===== config.mk =====
export PLATFORM = sky130hd
export DESIGN_NAME = boc_ram
export DESIGN_NICKNAME = d
export VERILOG_FILES = /design/src/rtl/core/boc_ram.sv
export SDC_FILE = /design/constraint.sdc
export NUM_CORES = 1
export LEC_CHECK = 0
export ABC_AREA = 1
export BUFFER_PORTS_ARGS = -buffer_cell sky130_fd_sc_hd__buf_2
export CORE_MARGIN = 2
export CORE_UTILIZATION = 50
export DETAILED_ROUTE_END_ITERATION = 16
export GPL_ROUTABILITY_DRIVEN = 0
export GPL_TIMING_DRIVEN = 0
export PLACE_DENSITY = 0.64
export RECOVER_POWER = 100
export SLEW_MARGIN = 20
export SYNTH_ARGS = -nofsm -noshare
export SYNTH_HDL_FRONTEND = slang
export SYNTH_SLANG_ARGS = --single-unit

===== constraint.sdc =====
create_clock -name clk -period 3.57 [get_ports clk]
set_clock_uncertainty 0.05 [all_clocks]
set_input_delay 0.8925 -clock clk [delete_from_list [all_inputs] [get_ports clk]]
set_output_delay 0.8925 -clock clk [all_outputs]
set_load 0.02 [all_outputs]

===== src/rtl/core/boc_ram.sv =====
// Generic single-write, single-read RAM with registered read data
module boc_ram #(
	parameter int WIDTH = 2,
	parameter int DEPTH = 63
) (
	input  logic                                   clk,
	input  logic                                   we,
	input  logic [((DEPTH > 1) ? $clog2(DEPTH) : 1)-1:0] waddr,
	input  logic [WIDTH-1:0]                       wdata,
	input  logic [((DEPTH > 1) ? $clog2(DEPTH) : 1)-1:0] raddr,
	output logic [WIDTH-1:0]                       rdata
);

	logic [WIDTH-1:0] mem [DEPTH];

	always_ff @(posedge clk) begin
		if (we) begin
			mem[waddr] <= wdata;
		end
		rdata <= mem[raddr];
	end

endmodule


==> results of run 1 <==
-- final timing paths --
check             end  slack [ns]  cells after the start
min reg2reg  rdata[0]        0.83                      8
max          rdata[1]        1.43                     10
max reg2reg  rdata[1]        2.29                      8
min          rdata[0]        0.66                      3
-- worst min-delay path: cells and delay by family --
family | cells | cell delay, ns
and+or+nand+nor | 2 | 0.19
buffers and inverters | 1 | 0.12
-- area by class of cell --
class / count / area [sq um] / area share (%)
tap: 140 / 175.2 / 2.770
multi-input combinational: 345 / 1479 / 23.39
buffer: 26 / 182.7 / 2.889
timing repair buffer: 11 / 53.80 / 0.8508
clock buffer: 17 / 414.1 / 6.549
sequential: 128 / 3824 / 60.47
clock inverter: 15 / 145.1 / 2.295
inverter: 12 / 50.05 / 0.7915
-- layer usage --
metal,global-route usage (%),part of all wire [%],vias to the layer above
met5,0,0,-
met3,7.053,9.8,28
met1,32.32,40,1863
li1,-,-,1851
met2,38.46,47,192
met4,10.22,2.8,0
-- kinds of logic (layout without fill, tap and decap cells) --
kind of cell           after synthesis  in the layout  share of synthesized area, %
AND/OR/NAND/NOR                    345            345                         26.70
flip-flops                         128            128                         69.03
buffers and inverters               38             81                         4.269
-- state kept, by name, summed over array words and instances (netlist names) --
name	flops
mem	126
rdata	2
-- layout by cell type (no fill, tap or decap), drive strengths merged --
| cell type | synthesis | final |
|---|---|---|
| dfxtp | 2 | 2 |
| nand2 | 156 | 156 |
| buf | 24 | 29 |
| edfxtp | 126 | 126 |
| nand3 | 113 | 113 |
| clkinvlp | 0 | 6 |
| nand4 | 9 | 9 |
| nor2 | 59 | 59 |
| clkbuf | 2 | 25 |
| nor4 | 8 | 8 |
| bufinv | 0 | 2 |
| clkinv | 0 | 6 |
| inv | 12 | 13 |
-- power groups by stage --
stage | clock [W] | combinational, W | sequential, W
floorplan | 0 | 0.000131 | 0.00170
global placement | 0 | 0.000221 | 0.00170
detailed placement | 0 | 0.000223 | 0.00170
CTS | 0.00163 | 0.000224 | 0.00167
global route | 0.00169 | 0.000246 | 0.00167
finish | 0.00162 | 0.000224 | 0.00167
-- through the flow --
stage / util, % / worst slack, ns
6_report: 58.33 / 1.426
5_1_grt: 58.33 / 1.325
4_1_cts: 58.38 / 1.548
3_5_place_dp: 53.22 / 1.001
3_3_place_gp: 53.22 / 1.035
2_1_floorplan: - / 1.504
==> impl_metrics.sql, run 1 <==
INSERT INTO impl_metrics (metric_group, metric, value, unit) VALUES
('sta', 'final_hold_viol_count', '0', ''),
('setup_path', 'timing.rr.start', 'mem[52][1]', ''),
('finish', 'fraction_of_final_layout_cells_with_drive_strength_greater_than_1', '11.01', '%'),
('setup_path', 'worst_setup_path_startpoint', 'raddr[1]', ''),
('sta', 'post-route-period-util', '60.04', '%'),
('power_and_ir_drop', 'cellPowerDensity', '555.6', 'mW/mm^2'),
('run_status', 'status', 'completed', ''),
('clock_tree', 'ctsLongestPathBuffers', '2', ''),
('power_and_ir_drop', 'p_int', '0.002709', 'W'),
('synthesis', 'yosysTopAreaCellShare', '68.31', '%'),
('routing', 'routedWlPerCell', '19.49', 'microns'),
('clock_tree', 'number_of_hold_buffers_added_after_cts', '0', ''),
('routing', 'drc_errors', '0', ''),
('synthesis', 'syn-instance-count', '511', ''),
('finish', 'num_antenna_cells', '0', ''),
('power_and_ir_drop', 'p_leak', '2.277', 'nW'),
('clock_tree', 'cts_tree', 'yes', ''),
('finish', 'filler_cell_count_in_the_final_layout', '905', ''),
('power_and_ir_drop', 'power.combinational.fraction', '6.4', '%'),
('power_and_ir_drop', 'power.share.sequential', '47.5', '%'),
('sta', 'hold_slack', '0.6628', 'ns'),
('power_and_ir_drop', 'switching_share', '22.90', '%'),
('floorplanning', 'fp-row-count', '38', ''),
('finish', 'area_delta_synth_final', '14.16', '%'),
('floorplanning', 'dieHeight', '109.3', 'microns'),
('clock_tree', 'post_cts_repair_timing_setup_buffer_count', '0', ''),
('clock_tree', 'cts_inserted_buffers', '17', ''),
('sta', 'min_period', '2.144', 'ns'),
('synthesis', 'synthTopCellsByArea', 'sky130_fd_sc_hd__edfxtp_1 68%, sky130_fd_sc_hd__nand2_1 11%, sky130_fd_sc_hd__nand3_1 10%', ''),
('setup_path', 'worst_path_dominant_cell_family', 'buffers and inverters', ''),
('setup_path', 'crit_chain', 'buf_2 -> inv_1 -> clkbuf_1 -> nand3_1 -> nand3_1 -> nand3_1 -> nand2_1 -> nand2_1 -> nand3_1 -> nand2_1', ''),
('global_routing', 'global_route_wire_length_before_repair', '20490', 'microns'),
('synthesis', 'ys_types', '14', ''),
('global_routing', 'antenna_violations_before_repair', '0', ''),
('clock_tree', 'clock_tree.htree_level_count', '4', ''),
('clock_tree', 'tritoncts_sinks', '128', ''),
('synthesis', 'most_instantiated_cells_after_synthesis', '156 x sky130_fd_sc_hd__nand2_1, 126 x sky130_fd_sc_hd__edfxtp_1, 113 x sky130_fd_sc_hd__nand3_1', ''),
('floorplanning', 'die-width', '109.3', 'microns'),
('floorplanning', 'io-pin-count', '18', ''),
('setup_path', 'classification_of_the_worst_setup_path', 'input pin to flip-flop', ''),
('place', 'place_inst', '662', ''),
('synthesis', 'asyncSetResetFlopFracSynth', '0', '%'),
('finish', 'post_route_cell_area', '0.006324', 'sq mm'),
('synthesis', 'synth_edf_count', '126', ''),
('finish', 'fin_nets', '557', ''),
('sta', 'grt_setup_unrepaired', 'no', ''),
('clock_tree', 'cts.root.buffer_cell', 'sky130_fd_sc_hd__clkbuf_8', ''),
('clock_tree', 'insertion_delay', '0.53', 'ns'),
('setup_path', 'cp_data_required_time', '3.93', 'ns'),
('synthesis', 'postSynth.topFlopCell', 'sky130_fd_sc_hd__edfxtp_1', ''),
('setup_path', 'critPathMaxFanout', '10', ''),
('sta', 'fmaxAchievable', '0.4665', 'GHz'),
('synthesis', 'ys_seq_elements', '128', ''),
('sta', 'worst_slew_margin_rel', '23.86', '%'),
('synthesis', 'synth_area_per_cell', '10.84', 'sq um'),
('synthesis', 'mappedNetlistArea', '0.005539', 'sq mm'),
('global_routing', 'first_global_vias', '3853', ''),
('sta', 'finalSetupViolCount', '0', ''),
('setup_path', 'critical_path.n_buffers_inverters', '3', ''),
('sta', 'fin_tns_setup', '0', 'ns'),
('floorplanning', 'initial_core_util', '51.10', '%'),
('finish', 'final_cells', '694', ''),
('routing', 'vias', '3934', ''),
('clock_tree', 'cts_clk_pin_slew_worst_paths', '0.06', 'ns'),
('setup_path', 'worst-endpoint-arrival', '2.50', 'ns'),
('routing', 'detail_route.wirelength', '13530', 'microns'),
('min_path', 'hold_path_startpoint', 'raddr[5]', ''),
('synthesis', 'yosys.area.top_type', 'sky130_fd_sc_hd__edfxtp_1', ''),
('sta', 'slew_violations', '0', ''),
('min_path', 'hold_path_class', 'input pin to flip-flop', ''),
('job', 'timing.max_cap.violations', '0', '');
No activity file was read; power rests on OpenSTA's default activity.
==> run 2: changes to the inputs <==
==> constraint.sdc (replaced) <==
create_clock -name clk -period 2.1 [get_ports clk]
set_clock_uncertainty 0.05 [all_clocks]
set_input_delay 0.525 -clock clk [delete_from_list [all_inputs] [get_ports clk]]
set_output_delay 0.525 -clock clk [all_outputs]
set_load 0.02 [all_outputs]
==> run 2 against run 1 <==
Sequential share of layout area is essentially flat. Cell count is the same. Utilization is essentially flat. Worst hold slack lost 0.37 ns. Power grew 70%. Flip-flop and latch count is the same. Clock power grew 70%. Clock-buffer cell count is the same. Via count shrank 0.15%. Die area is the same. Wire length shrank 0.18%. Non-clock buffer count is the same. Critical path type unchanged.
==> impl_metrics.sql, run 2 (same netlist as run 1, synthesis figures left out) <==
INSERT INTO impl_metrics (metric_group, metric, value, unit) VALUES
('run_status', 'status', 'completed', ''),
('sta', 'grt_setup_unrepaired', 'no', ''),
('clock_tree', 'clock_tree.htree_level_count', '4', ''),
('global_routing', 'global_route_wire_length_before_repair', '20490', 'microns'),
('sta', 'min_period', '1.771', 'ns'),
('floorplanning', 'fp-row-count', '38', ''),
('job', 'timing.max_cap.violations', '0', ''),
('global_routing', 'gr-total-overflow', '0', ''),
('sta', 'post-route-period-util', '84.34', '%'),
('setup_path', 'worst_path_most_repeated_cell', 'sky130_fd_sc_hd__nand3_1', ''),
('sta', 'finalSetupViolCount', '0', ''),
('sta', 'fmaxAchievable', '0.5646', 'GHz'),
('setup_path', 'cp_data_required_time', '2.46', 'ns'),
('clock_tree', 'cts_inserted_buffers', '17', ''),
('finish', 'num_antenna_cells', '0', ''),
('clock_tree', 'tritoncts_sinks', '128', ''),
('sta', 'hold_slack', '0.2957', 'ns'),
('routing', 'routedWlPerCell', '19.46', 'microns'),
('global_routing', 'antenna_violations_before_repair', '0', ''),
('routing', 'drt_iter0_drc', '452', ''),
('finish', 'final_cells', '694', ''),
('clock_tree', 'cts_clk_pin_slew_worst_paths', '0.06', 'ns'),
('global_routing', 'globalRouteTotalUtil', '24.56', '%'),
('routing', 'vias', '3928', ''),
('floorplanning', 'io-pin-count', '18', ''),
('setup_path', 'crit_path_end_kind', 'flip-flop', ''),
('power_and_ir_drop', 'p_leak', '2.276', 'nW'),
('routing', 'route.detailed.vias_per_inst', '5.660', ''),
('setup_path', 'critical_path.n_buffers_inverters', '3', ''),
('clock_tree', 'insertion_delay', '0.53', 'ns'),
('floorplanning', 'design.core.area', '0.01084', 'sq mm'),
('global_routing', 'first_global_vias', '3853', ''),
('power_and_ir_drop', 'max-vdd-ir-drop', '0.6133', 'mV'),
('setup_path', 'crit_chain', 'buf_2 -> inv_1 -> clkbuf_1 -> nand3_1 -> nand3_1 -> nand3_1 -> nand2_1 -> nand2_1 -> nand3_1 -> nand2_1', ''),
('setup_path', 'classification_of_the_worst_setup_path', 'input pin to flip-flop', ''),
('setup_path', 'worst-endpoint-arrival', '2.13', 'ns'),
('clock_tree', 'cts_tree', 'yes', ''),
('finish', 'fin_nets', '557', ''),
('place', 'hpwl_after_dpl', '8447', 'microns'),
('power_and_ir_drop', 'cellPowerDensity', '945.2', 'mW/mm^2'),
('sta', 'final_hold_viol_count', '0', ''),
('finish', 'layout.cells.most_common', 'sky130_fd_sc_hd__nand2_1', ''),
('sta', 'tightest_slew', '1.257', 'ns'),
('finish', 'reg.largest.list', 'mem x126, rdata x2', ''),
('setup_path', 'cp_slowest_cell', 'sky130_fd_sc_hd__clkbuf_1', ''),
('place', 'place_worst_setup_slack', '-0.1020', 'ns'),
('sta', 'fin_tns_setup', '0', 'ns'),
('setup_path', 'worst_path_dominant_cell_family', 'buffers and inverters', ''),
('clock_tree', 'ctsLongestPathBuffers', '2', ''),
('routing', 'detail_route.wirelength', '13510', 'microns'),
('sta', 'slew_violations', '0', ''),
('clock_tree', 'post_cts_repair_timing_setup_buffer_count', '0', ''),
('finish', 'final_core_util', '58.31', '%'),
('setup_path', 'timing.critical_path.from_type', 'input pin', ''),
('min_path', 'hold_path_class', 'input pin to flip-flop', ''),
('finish', 'area_delta_synth_final', '14.12', '%'),
('routing', 'dr.pass1.iters', '5', ''),
('place', 'port_buffers', '11', ''),
('sta', 'worst_slew_margin_rel', '16.23', '%'),
('finish', 'filler_cell_count_in_the_final_layout', '905', ''),
('clock_tree', 'number_of_hold_buffers_added_after_cts', '0', ''),
('finish', 'final_cell_mix', '156 x sky130_fd_sc_hd__nand2_1, 126 x sky130_fd_sc_hd__edfxtp_1, 113 x sky130_fd_sc_hd__nand3_1', ''),
('floorplanning', 'die-width', '109.3', 'microns'),
('setup_path', 'critPathMaxFanout', '10', ''),
('setup_path', 'critPathMaxStageDelay', '0.56', 'ns'),
('routing', 'drt.antenna.violating_nets', '0', ''),
('floorplanning', 'dieHeight', '109.3', 'microns'),
('routing', 'drc_errors', '0', ''),
('clock_tree', 'cts.root.buffer_cell', 'sky130_fd_sc_hd__clkbuf_8', ''),
('sta', 'timing.final.ws_setup', '0.3288', 'ns'),
('finish', 'largest_register_ffs', '126', ''),
('finish', 'fraction_of_final_layout_cells_with_drive_strength_greater_than_1', '11.01', '%'),
('finish', 'top_register_by_number_of_flip_flops', 'mem', ''),
('place', 'place_inst', '662', ''),
('global_routing', 'grt_start_max_net_pins', '64', ''),
('floorplanning', 'initial_core_util', '51.10', '%'),
('floorplanning', 'die_footprint', '0.01194', 'sq mm'),
('clock_tree', 'cts-resized-gates', '0', '');
## run 2: cell count changes in the layout (fill, tap and decap cells not counted), sizes merged
| cell | before | now |
|---|---|---|
| clkbuf | 25 | 27 |
| buf | 29 | 27 |
## run 2: path summary, 6_finish.rpt
check / slack [ns] / endpoint / cells past startpoint / startpoint
min: 0.30 / rdata[0] / 3 / raddr[5]
min reg2reg: 0.83 / rdata[0] / 8 / mem[2][0]
max reg2reg: 0.82 / rdata[1] / 8 / mem[52][1]
max: 0.33 / rdata[1] / 10 / raddr[1]
## run 2: routing by layer
metal	routed length (microns)	part of all wire (%)	track usage (%)
met3	1273	9.4	7.053
met2	6420	48	38.46
met5	0	0	0
met4	357	2.6	10.22
met1	5454	40	32.32
## run 2: metrics by stage
| stage | cell area, sq um | power, W |
|---|---|---|
| finish | 6321 | 0.005975 |
| global route | 6321 | 0.006123 |
| CTS | 6329 | 0.005988 |
| detailed placement | 5769 | 0.003268 |
| global placement | 5769 | 0.003263 |
| floorplan | 5539 | 0.003115 |
## run 2: power breakdown
group,leakage [nW],switching (W),internal [W]
combinational,0.869,0.000279,0.000102
clock,0.257,0.00108,0.00167
sequential,1.15,0.00000534,0.00283
total,2.28,0.00137,0.00461
## run 2: area by class of cell
class | instances | area (sq um) | share of cell area, %
sequential | 128 | 3824 | 60.49
inverter | 12 | 50.05 | 0.7918
clock inverter | 15 | 145.1 | 2.296
timing repair buffer | 11 | 51.30 | 0.8116
clock buffer | 17 | 414.1 | 6.552
tap | 140 | 175.2 | 2.771
buffer | 26 | 182.7 | 2.890
multi-input combinational | 345 | 1479 | 23.40
## run 2: worst min-delay path, stage by stage
cell                      delay, ns
sky130_fd_sc_hd__buf_2         0.12
sky130_fd_sc_hd__nand3_1       0.09
sky130_fd_sc_hd__nand2_1       0.10
==> run 3: changes to the inputs <==
--- a/config.mk
+++ b/config.mk
@@ -12,7 +12,7 @@
 export DETAILED_ROUTE_END_ITERATION = 16
 export GPL_ROUTABILITY_DRIVEN = 0
 export GPL_TIMING_DRIVEN = 0
-export PLACE_DENSITY = 0.64
+export PLACE_DENSITY = 0.67
 export RECOVER_POWER = 100
 export SLEW_MARGIN = 20
 export SYNTH_ARGS = -nofsm -noshare
==> constraint.sdc (replaced) <==
create_clock -name clk -period 1.4 [get_ports clk]
set_clock_uncertainty 0.05 [all_clocks]
set_input_delay 0.35 -clock clk [delete_from_list [all_inputs] [get_ports clk]]
set_output_delay 0.35 -clock clk [all_outputs]
set_load 0.02 [all_outputs]
==> run 3 against run 2 <==
Utilization is 0.23 points higher. Design area is 0.40% higher. Critical path type is now flip-flop to output pin. Sequential power is 50% higher. Non-clock buffer count is 8 higher.
==> impl_metrics.sql, run 3 (same netlist as run 1, synthesis figures left out) <==
INSERT INTO impl_metrics (metric_group, metric, value, unit) VALUES
('power_and_ir_drop', 'switching_power', '0.001991', 'W'),
('clock_tree', 'clock_tree.htree_level_count', '4', ''),
('routing', 'vias', '4052', ''),
('place', 'place_inst', '662', ''),
('sta', 'tightest_slew', '1.236', 'ns'),
('global_routing', 'global_route_wire_length_before_repair', '20730', 'microns'),
('global_routing', 'grt_start_max_net_pins', '64', ''),
('finish', 'multi_input_comb_area', '0.001498', 'sq mm'),
('finish', 'sequential_cell_area', '0.003824', 'sq mm'),
('finish', 'fin_nets', '565', ''),
('setup_path', 'crit_chain', 'buf_2', ''),
('floorplanning', 'fp-row-count', '38', ''),
('global_routing', 'globalRouteTotalUtil', '24.89', '%'),
('clock_tree', 'cts_tree', 'yes', ''),
('power_and_ir_drop', 'cellPowerDensity', '1370', 'mW/mm^2'),
('place', 'place_worst_setup_slack', '-0.6122', 'ns'),
('run_status', 'status', 'completed', ''),
('finish', 'reg.largest.list', 'mem x126, rdata x2', ''),
('finish', 'largest_register_ffs', '126', ''),
('sta', 'min_period', '1.371', 'ns'),
('sta', 'grt_setup_unrepaired', 'yes', ''),
('clock_tree', 'cts_clk_pin_slew_worst_paths', '0.06', 'ns'),
('setup_path', 'cp_slowest_cell', 'sky130_fd_sc_hd__dfxtp_1', ''),
('routing', 'route.detailed.vias_per_inst', '5.780', ''),
('setup_path', 'worst-endpoint-arrival', '0.97', 'ns'),
('global_routing', 'groute.layer.met2.usage', '38.95', '%'),
('sta', 'worst_slew_margin_rel', '17.59', '%'),
('global_routing', 'antenna_violations_before_repair', '0', ''),
('clock_tree', 'tritoncts_sinks', '128', ''),
('finish', 'fraction_of_final_layout_cells_with_drive_strength_greater_than_1', '13.37', '%'),
('sta', 'slew_violations', '0', ''),
('min_path', 'hold_path_class', 'input pin to flip-flop', ''),
('setup_path', 'critPathMaxStageDelay', '0.30', 'ns'),
('finish', 'top_register_by_number_of_flip_flops', 'mem', ''),
('clock_tree', 'ctsLongestPathBuffers', '2', ''),
('floorplanning', 'die_footprint', '0.01194', 'sq mm'),
('power_and_ir_drop', 'p_int', '0.006702', 'W'),
('finish', 'final_cell_mix', '156 x sky130_fd_sc_hd__nand2_1, 126 x sky130_fd_sc_hd__edfxtp_1, 113 x sky130_fd_sc_hd__nand3_1', ''),
('finish', 'num_antenna_cells', '0', ''),
('clock_tree', 'cts_inserted_buffers', '17', ''),
('place', 'port_buffers', '11', ''),
('finish', 'final_cells', '701', ''),
('finish', 'layout.cells.most_common', 'sky130_fd_sc_hd__nand2_1', ''),
('power_and_ir_drop', 'power.share.sequential', '48.9', '%'),
('routing', 'drt.antenna.violating_nets', '0', ''),
('sta', 'timing.final.ws_setup', '0.02864', 'ns'),
('power_and_ir_drop', 'clkPwrFrac', '44.2', '%'),
('setup_path', 'timing.critical_path.from_type', 'flip-flop', ''),
('global_routing', 'gr-max-usage-layer', 'met2', ''),
('routing', 'drt_iter0_drc', '329', ''),
('setup_path', 'cp_data_required_time', '1.00', 'ns'),
('setup_path', 'critical_path.n_buffers_inverters', '1', ''),
('finish', 'area_delta_synth_final', '14.57', '%'),
('setup_path', 'crit_path_end_kind', 'output pin', ''),
('routing', 'dr.pass1.iters', '6', ''),
('sta', 'final_hold_viol_count', '0', ''),
('place', 'hpwl_after_dpl', '8333', 'microns'),
('sta', 'hold_slack', '0.1016', 'ns'),
('routing', 'detail_route.wirelength', '13880', 'microns'),
('job', 'timing.max_cap.violations', '0', ''),
('clock_tree', 'cts.root.buffer_cell', 'sky130_fd_sc_hd__clkbuf_8', ''),
('setup_path', 'worst_path_dominant_cell_family', 'flip-flops', ''),
('global_routing', 'grtUsageMet3', '7.053', '%'),
('power_and_ir_drop', 'power.combinational.fraction', '6.8', '%'),
('power_and_ir_drop', 'power_total', '0.008693', 'W'),
('setup_path', 'classification_of_the_worst_setup_path', 'flip-flop to output pin', ''),
('finish', 'filler_cell_count_in_the_final_layout', '918', ''),
('routing', 'drc_errors', '0', ''),
('global_routing', 'first_global_vias', '3804', ''),
('floorplanning', 'design.core.area', '0.01084', 'sq mm'),
('global_routing', 'gr-total-overflow', '0', ''),
('floorplanning', 'dieHeight', '109.3', 'microns'),
('setup_path', 'critPathMaxFanout', '1', ''),
('floorplanning', 'die-width', '109.3', 'microns'),
('floorplanning', 'io-pin-count', '18', ''),
('sta', 'post-route-period-util', '97.95', '%'),
('global_routing', 'met1_usage', '32.45', '%'),
('sta', 'fmaxAchievable', '0.7292', 'GHz'),
('power_and_ir_drop', 'switching_share', '22.90', '%'),
('floorplanning', 'initial_core_util', '51.10', '%'),
('power_and_ir_drop', 'p_leak', '2.306', 'nW'),
('power_and_ir_drop', 'max-vdd-ir-drop', '0.7767', 'mV'),
('sta', 'finalSetupViolCount', '0', ''),
('routing', 'routedWlPerCell', '19.80', 'microns'),
('clock_tree', 'insertion_delay', '0.53', 'ns');
run 3: changes by cell type in the layout (fill, tap and decap cells not counted), sizes merged:
cell,previous run,this run
clkinvlp,6,5
clkbuf,27,30
buf,27,32
bufinv,2,1
inv,13,12
clkinv,6,8
run 3: area by class of cell:
class | count | area share (%)
tap | 140 | 2.760
multi-input combinational | 345 | 23.60
buffer | 26 | 2.957
clock buffer | 17 | 6.526
sequential | 128 | 60.25
timing repair buffer | 19 | 1.518
clock inverter | 14 | 1.597
inverter | 12 | 0.7886
run 3: worst paths after layout:
check / startpoint / to / slack (ns) / cells past startpoint
hold / removal: raddr[5] / rdata[1] / 0.10 / 3
setup reg to reg: mem[49][0] / rdata[0] / 0.18 / 8
setup / recovery: rdata[0] / rdata[0] / 0.03 / 1
hold reg to reg: mem[31][1] / rdata[1] / 0.79 / 8
run 3: repair_timing:
item / 4_1_cts / 5_1_grt
pin swaps: 2 / 2
setup buffers: 2 / 6
gates resized for setup: 0 / 3
hold buffers: 0 / 0
endpoints found under the setup margin: 20 / 67
run 3: metrics by stage:
step | instance area [sq um] | setup TNS (ns) | util [%]
5_1_grt | 6346 | -0.3877 | 58.54
3_5_place_dp | 5777 | -86.50 | 53.29
6_report | 6346 | 0 | 58.54
4_1_cts | 6307 | 0 | 58.18
3_3_place_gp | 5777 | -82.93 | 53.29
2_1_floorplan | 5547 | -1.867 | -
run 3: metal layers:
| layer | part of all wire [%] | routed length, microns | up-vias |
|---|---|---|---|
| met5 | 0 | 0 | - |
| met2 | 48 | 6657 | 185 |
| met4 | 2.8 | 394 | 0 |
| li1 | - | - | 1868 |
| met1 | 41 | 5678 | 1964 |
| met3 | 8.3 | 1151 | 35 |
run 3: power by group through the flow:
stage               logic [W]  registers [W]  clock network (W)
finish               0.000595        0.00425            0.00384
floorplan            0.000335        0.00434                  0
CTS                  0.000580        0.00425            0.00386
detailed placement   0.000574        0.00433                  0
global placement     0.000569        0.00433                  0
global route         0.000647        0.00426            0.00402
